$ cat src/hdl/epcd_pkg.sv
package epcd_pkg;

  // motor pulse length in ticks for each polarity
  localparam int unsigned PULSE_TICKS = 3;
  localparam int unsigned PHASE_LAST  = 2 * PULSE_TICKS + 1;
  localparam int unsigned PHASE_W     = $clog2(PHASE_LAST + 1);

  localparam int unsigned POWER_W = 20;
  localparam int unsigned WDOG_W  = 24;
  localparam int unsigned ACC_W   = 32;

  localparam int unsigned APB_AW = 3;
  localparam int unsigned APB_DW = 32;

  localparam logic [ACC_W-1:0]  ROLL_LIMIT_RST      = 32'd100000;
  localparam logic [WDOG_W-1:0] WATCHDOG_RELOAD_RST = 24'd3000;

  typedef enum logic {
    OP_TICK  = 1'b0,
    OP_POWER = 1'b1
  } op_e;

  // register word index, taken from paddr[2]
  typedef enum logic {
    REG_ROLL_LIMIT      = 1'b0,
    REG_WATCHDOG_RELOAD = 1'b1
  } reg_idx_e;

  typedef struct packed {
    logic               opcode;
    logic [POWER_W-1:0] power_watts;
  } in_item_t;

  typedef struct packed {
    logic pin_a;
    logic pin_b;
    logic tick_due;
    logic running;
  } out_item_t;

  typedef struct packed {
    logic [ACC_W-1:0]  roll_limit;
    logic [WDOG_W-1:0] watchdog_reload;
  } cfg_t;

endpackage

$ cat src/hdl/epcd_regs.sv
module epcd_regs import epcd_pkg::*; (
  input  logic              clk_i,
  input  logic              rst_ni,
  input  logic              psel,
  input  logic              penable,
  input  logic              pwrite,
  input  logic [APB_AW-1:0] paddr,
  input  logic [APB_DW-1:0] pwdata,
  output logic [APB_DW-1:0] prdata,
  output logic              pready,
  output cfg_t              cfg_o
);

  cfg_t     cfg_q;
  reg_idx_e idx;
  logic     wr_en;

  assign pready = 1'b1;
  assign idx    = reg_idx_e'(paddr[2]);
  assign wr_en  = psel && penable && pwrite && pready;

  always_ff @(posedge clk_i or negedge rst_ni) begin
    if (!rst_ni) begin
      cfg_q.roll_limit      <= ROLL_LIMIT_RST;
      cfg_q.watchdog_reload <= WATCHDOG_RELOAD_RST;
    end else if (wr_en) begin
      case (idx)
        REG_ROLL_LIMIT:      cfg_q.roll_limit      <= pwdata[ACC_W-1:0];
        REG_WATCHDOG_RELOAD: cfg_q.watchdog_reload <= pwdata[WDOG_W-1:0];
        default: ;
      endcase
    end
  end

  always_comb begin
    case (idx)
      REG_ROLL_LIMIT:      prdata = APB_DW'(cfg_q.roll_limit);
      REG_WATCHDOG_RELOAD: prdata = APB_DW'(cfg_q.watchdog_reload);
      default:             prdata = '0;
    endcase
  end

  assign cfg_o = cfg_q;

endmodule

$ cat src/hdl/epcd_step.sv
module epcd_step import epcd_pkg::*; (
  input  logic      clk_i,
  input  logic      rst_ni,
  input  cfg_t      cfg_i,
  input  logic      accept_i,
  input  in_item_t  item_i,
  output out_item_t result_o
);

  localparam logic [PHASE_W-1:0] PH_WAIT_PLUS  = '0;
  localparam logic [PHASE_W-1:0] PH_WAIT_MINUS = PHASE_W'(PULSE_TICKS + 1);
  localparam logic [PHASE_W-1:0] PH_LAST       = PHASE_W'(PHASE_LAST);

  logic [POWER_W-1:0] power_q, power_d;
  logic [WDOG_W-1:0]  wdog_q, wdog_d;
  logic [ACC_W-1:0]   acc_q, acc_d;
  logic [PHASE_W-1:0] phase_q, phase_d;
  logic [1:0]         pins_q, pins_d;   // bit 0 pin a, bit 1 pin b

  logic [ACC_W-1:0] sum;
  logic             due;
  logic             tick_live;

  // sum and rollover compare; subtract runs in parallel with the compare
  assign sum       = acc_q + ACC_W'(power_q);
  assign due       = sum > cfg_i.roll_limit;
  assign tick_live = (op_e'(item_i.opcode) == OP_TICK) && (wdog_q != '0);

  always_comb begin
    power_d = power_q;
    wdog_d  = wdog_q;
    acc_d   = acc_q;
    phase_d = phase_q;
    pins_d  = pins_q;
    if (op_e'(item_i.opcode) == OP_POWER) begin
      power_d = item_i.power_watts;
      wdog_d  = cfg_i.watchdog_reload;
    end else if (tick_live) begin
      wdog_d = wdog_q - WDOG_W'(1);
      acc_d  = due ? (sum - cfg_i.roll_limit) : sum;
      // pins follow the phase current at the tick, then the phase advances
      if (phase_q == PH_WAIT_PLUS) begin
        pins_d = 2'b00;
        if (due) begin
          phase_d = PHASE_W'(1);
        end
      end else if (phase_q < PH_WAIT_MINUS) begin
        pins_d  = 2'b01;
        phase_d = phase_q + PHASE_W'(1);
      end else if (phase_q == PH_WAIT_MINUS) begin
        pins_d = 2'b11;
        if (due) begin
          phase_d = phase_q + PHASE_W'(1);
        end
      end else begin
        pins_d  = 2'b10;
        phase_d = (phase_q >= PH_LAST) ? PH_WAIT_PLUS : phase_q + PHASE_W'(1);
      end
    end
  end

  always_ff @(posedge clk_i or negedge rst_ni) begin
    if (!rst_ni) begin
      power_q <= '0;
      wdog_q  <= '0;
      acc_q   <= '0;
      phase_q <= '0;
      pins_q  <= '0;
    end else if (accept_i) begin
      power_q <= power_d;
      wdog_q  <= wdog_d;
      acc_q   <= acc_d;
      phase_q <= phase_d;
      pins_q  <= pins_d;
    end
  end

  assign result_o.pin_a    = pins_d[0];
  assign result_o.pin_b    = pins_d[1];
  assign result_o.tick_due = tick_live && due;
  assign result_o.running  = (wdog_d != '0);

endmodule

$ cat src/hdl/energy_proportional_clock_drive.sv
// Energy-proportional clock drive: each item is a timer tick (opcode 0) or a new
// power reading (opcode 1). A reading reloads the watchdog; each tick while the
// watchdog runs adds the stored power to a 32-bit accumulator, and a sum above
// the rollover limit steps the motor sequencer (wait, pin a pulse, wait, pin b pulse).
// One item is accepted every cycle while in_ready_o is high; its result is registered
// into the output register. A second slot lets the block take one more item while
// a result waits, so in_ready_o drops only when both slots hold results.
// The per-item path is one 32-bit add followed by compare and subtract.
// Registers: 0x0 rollover limit (reset 100000), 0x4 watchdog_reload (reset 3000,
// 24 bits). Write them only while no item is in flight.
module energy_proportional_clock_drive import epcd_pkg::*; (
  input  logic              clk_i,
  input  logic              rst_ni,
  // input items
  input  logic              in_valid_i,
  output logic              in_ready_o,
  input  in_item_t          in_data_i,
  // result items
  output logic              out_valid_o,
  input  logic              out_ready_i,
  output out_item_t         out_data_o,
  // register port
  input  logic              psel,
  input  logic              penable,
  input  logic              pwrite,
  input  logic [APB_AW-1:0] paddr,
  input  logic [APB_DW-1:0] pwdata,
  output logic [APB_DW-1:0] prdata,
  output logic              pready
);

  cfg_t      cfg;
  out_item_t result;
  logic      push, pop;

  out_item_t out_q, skid_q;
  logic      out_valid_q, skid_valid_q;

  epcd_regs u_regs (
    .clk_i   (clk_i),
    .rst_ni  (rst_ni),
    .psel    (psel),
    .penable (penable),
    .pwrite  (pwrite),
    .paddr   (paddr),
    .pwdata  (pwdata),
    .prdata  (prdata),
    .pready  (pready),
    .cfg_o   (cfg)
  );

  epcd_step u_step (
    .clk_i    (clk_i),
    .rst_ni   (rst_ni),
    .cfg_i    (cfg),
    .accept_i (push),
    .item_i   (in_data_i),
    .result_o (result)
  );

  // ready only from registered state: the skid slot is free
  assign in_ready_o = !skid_valid_q;
  assign push       = in_valid_i && in_ready_o;
  assign pop        = out_valid_q && out_ready_i;

  // two-slot output buffer: out_q is the head, skid_q holds the next item
  always_ff @(posedge clk_i or negedge rst_ni) begin
    if (!rst_ni) begin
      out_valid_q  <= 1'b0;
      skid_valid_q <= 1'b0;
    end else if (pop) begin
      if (skid_valid_q) begin
        skid_valid_q <= 1'b0;
      end else begin
        out_valid_q <= push;
      end
    end else if (push) begin
      if (!out_valid_q) begin
        out_valid_q <= 1'b1;
      end else begin
        skid_valid_q <= 1'b1;
      end
    end
  end

  // payload slots, no reset needed
  always_ff @(posedge clk_i) begin
    if (pop) begin
      if (skid_valid_q) begin
        out_q <= skid_q;
      end else if (push) begin
        out_q <= result;
      end
    end else if (push) begin
      if (!out_valid_q) begin
        out_q <= result;
      end else begin
        skid_q <= result;
      end
    end
  end

  assign out_valid_o = out_valid_q;
  assign out_data_o  = out_q;

endmodule

$ cat config.mk
export PLATFORM = sky130hd
export DESIGN_NAME = energy_proportional_clock_drive
export DESIGN_NICKNAME = d
export VERILOG_FILES = /design/src/hdl/epcd_pkg.sv /design/src/hdl/epcd_regs.sv /design/src/hdl/epcd_step.sv /design/src/hdl/energy_proportional_clock_drive.sv
export SDC_FILE = /design/constraint.sdc
export NUM_CORES = 1
export LEC_CHECK = 0
export ABC_AREA = 1
export BUFFER_PORTS_ARGS = -buffer_cell sky130_fd_sc_hd__buf_2
export CAP_MARGIN = 15
export CORE_UTILIZATION = 65
export CTS_CLUSTER_DIAMETER = 50
export DETAILED_ROUTE_END_ITERATION = 12
export PLACE_DENSITY = 0.85
export SYNTH_ARGS = -nofsm -noshare
export SYNTH_HDL_FRONTEND = slang
export SYNTH_SLANG_ARGS = --single-unit
$ cat constraint.sdc
create_clock -name clk_i -period 8.5 [get_ports clk_i]
set_input_delay 0.425 -clock clk_i [delete_from_list [all_inputs] [get_ports clk_i]]
set_output_delay 0.425 -clock clk_i [all_outputs]
set_load 0.1 [all_outputs]
==> flow_summary.json <==
{
  "yosysTopAreaCell": "dfrtp_1",
  "cp-end-kind": "register",
  "r2r_cells": 22,
  "n_fill_cell": 1420,
  "violations": "hold timing",
  "grt_usage": 0.380,
  "ys_ff_latch": 147,
  "htreeDepth": 4,
  "ctsLongestPathBuffers": 2,
  "synth_cells": 1640,
  "syn_area_mm2": 0.0111,
  "multi_input_area_mm2": 0.00644,
  "cts_resized": 0,
  "port_buffers": 98,
  "dp.cells": 1920,
  "cp_max_fo": 31,
  "die_h_um": 133,
  "cts_tree": "yes",
  "cts-buffers-inserted": 17,
  "post_cts_buffers": 0,
  "finalClockSkew_ns": 0.0138,
  "maxCapViolations": 0,
  "synth_edf_count": 8,
  "rsz0062_at_grt": "no",
  "clock-sinks": 147,
  "critPathLaunch": "u_step.acc_q[0]$_DFFE_PN0P_",
  "synthTopCellsByArea": "dfrtp_1, nand2_1, ha_1, o21ai_0, inv_1",
  "fin_crit_ns": 5.07,
  "routed_via_density": 5.69,
  "ios": 102,
  "synth_ff_type": "dfrtp_1",
  "syn_area_per_cell_um2": 6.77,
  "layout-drive-gt1-share": 0.119,
  "status": "finished, violations left",
  "die-area_mm2": 0.0176,
  "tns_ns": 0,
  "setup_violations": 0,
  "start_kind": "register",
  "hold_path.class": "in -> async",
  "insertion_delay_ns": 0.44,
  "r2r_start": "u_step.acc_q[0]$_DFFE_PN0P_",
  "cts_hold_buffers": 0,
  "die_w_um": 133,
  "grt-ovfl-total": 0,
  "slew_headroom": 0.267,
  "dp.final_hpwl_um": 24600,
  "wl_per_cell_um": 16.6,
  "gp_congestion": 0.977,
  "grt_start_max_net_pins": 76,
  "grt_pass1_wl_um": 51800,
  "fin_nets": 1845,
  "postRouteAntennaNets": 0,
  "yosysSeqAreaShare": 0.336,
  "antenna_found_initial": 0,
  "ys_top_cells_by_count": "nand2_1, inv_1, nor2_1",
  "max_freq_mhz": 197,
  "drc": 0,
  "synth_top_area_frac": 0.284,
  "r2r_setup_slack_ns": 3.43,
  "initial_core_util": 0.667,
  "synth_cell_types": 51,
  "tightest_slew_ns": 1.10,
  "drt_iter0_drc": 904,
  "clk_pin_slew_worst_paths_ns": 0.07,
  "grt_pass1_vias": 10500,
  "crit_required_ns": 8.83,
  "critPathMaxStageDelay_ns": 0.80,
  "fin_cells": 1953,
  "crit_type": "reg -> reg",
  "drt_pass1_iterations": 6,
  "post-synth-top-count-cell": "nand2_1",
  "slew_violations": 0,
  "period_share": 0.597,
  "syn-num-nets": 1765,
  "row_count": 47,
  "vias": 11100,
  "root_buffer": "clkbuf_16",
  "num_antenna_cells": 0,
  "wl_um": 32500,
  "coreArea_mm2": 0.0166,
  "hold_viol_final": 19,
  "yosysWarnings": 0,
  "crit_slowest_cell": "nand2_1",
  "worst_r2r_endpoint": "u_step.acc_q[2]$_DFFE_PN0P_",
  "holdWs_ns": -0.0472,
  "crit_path_frequent_cell": "nand2_1",
  "seq_area_mm2": 0.00373,
  "crit_chain": "ha_1 -> fa_1 -> nand2_1 -> nand2_1 -> o21ai_1 -> o21ai_2 -> nand2_1 -> nand2_1 -> nand2_1 -> nand2_1 -> xor2_1 -> ha_1 -> nand2_1 -> o21ai_0 -> a21oi_1 -> nor2_1 -> nor2_2 -> nand2_1 -> nand2_1 -> o21ai_0 -> nand3_1 -> nand2_1",
  "area_growth_pct": 10.6,
  "crit_arrival_ns": 5.41,
  "async_flop_share": 0.946
}
-- per-stage QoR --
step	instance area [um^2]	util	setup WS, ns	hold slack, ns
floorplan	11100	-	4.99	0.129
global placement	11700	0.704	3.72	0.444
detailed placement	11700	0.704	3.62	0.458
CTS	12300	0.737	3.55	0.00115
global route	12300	0.738	3.02	0.00893
finish	12300	0.738	3.43	-0.0472
-- registers in the layout, summed over array words and instances, names as in the netlist --
signal and flops:
skid_q 4, u_step.pins_q 2, out_valid_o 1, u_regs.cfg_o 56, u_step.wdog_q 24, skid_valid_q 1, u_step.acc_q 32, out_data_o 4
u_step.power_q 20, u_step.phase_q 3
-- layout make-up --
type / instances / share of cell area
well taps: 220 / 0.0224
clock inverters: 15 / 0.0102
inverters: 193 / 0.0592
multi-input cells: 1258 / 0.525
flip-flops and latches: 147 / 0.304
clock buffers: 17 / 0.0346
repair buffers: 103 / 0.0451
-- worst max-delay path by stage --
stage | endpoint | slack (ns) | cells past startpoint
after floorplan | out_data_o[1]$_DFFE_PP_ | 4.99 | 21
after global placement | u_step.acc_q[19]$_DFFE_PN0P_ | 3.72 | 21
after detailed placement | u_step.acc_q[19]$_DFFE_PN0P_ | 3.62 | 21
after CTS | u_step.acc_q[19]$_DFFE_PN0P_ | 3.55 | 21
after global routing | u_step.phase_q[0]$_DFFE_PN0P_ | 3.02 | 23
final | u_step.acc_q[2]$_DFFE_PN0P_ | 3.43 | 22
-- cell usage in the layout, fill, tap and decap left out, types with 13 or more instances in the layout --
cell type	n
xor2_1	32
nand4_1	18
nand3_1	86
clkbuf_16	17
nor2_1	160
ha_1	60
nor3_1	13
dfstp_2	13
dfrtp_1	126
inv_1	189
nand2_1	524
a21oi_1	85
o21ai_0	149
buf_2	97
mux2_2	20
-- per-layer routing --
| metal | global-route usage | vias to the layer above | wire [um] |
|---|---|---|---|
| met4 | 0.181 | 0 | 1440 |
| met1 | 0.482 | 5116 | 13500 |
| met2 | 0.635 | 445 | 15500 |
| met5 | 0 | - | 0 |
| met3 | 0.0605 | 105 | 1990 |
| li1 | - | 5451 | - |
-- kinds of logic (layout without fill, tap and decap cells) --
kind of cell / count (synthesis) / count (layout) / share of synthesized area
adders and majority gates: 62 / 62 / 0.0712
AOI/OAI and AO/OA: 282 / 282 / 0.138
other: 1 / 1 / 0.000338
muxes: 20 / 20 / 0.0203
DFF: 147 / 147 / 0.336
xor gates and xnor gates: 41 / 41 / 0.0323
and+or+nand+nor: 852 / 852 / 0.318
buffers and inverters: 235 / 328 / 0.0837
-- worst max-delay path: cells and delay by family (launching register included) --
kind	cells	cell delay, ns
AND/OR/NAND/NOR	13	2.17
flip-flops	1	0.40
AO/OA/AOI/OAI	5	1.08
XOR/XNOR	1	0.29
adder cells (fa/ha/maj)	3	1.02
Power is left out: the tool's default activity adds up to more than one toggle a clock period on the data nets, which glitch-free logic cannot reach.
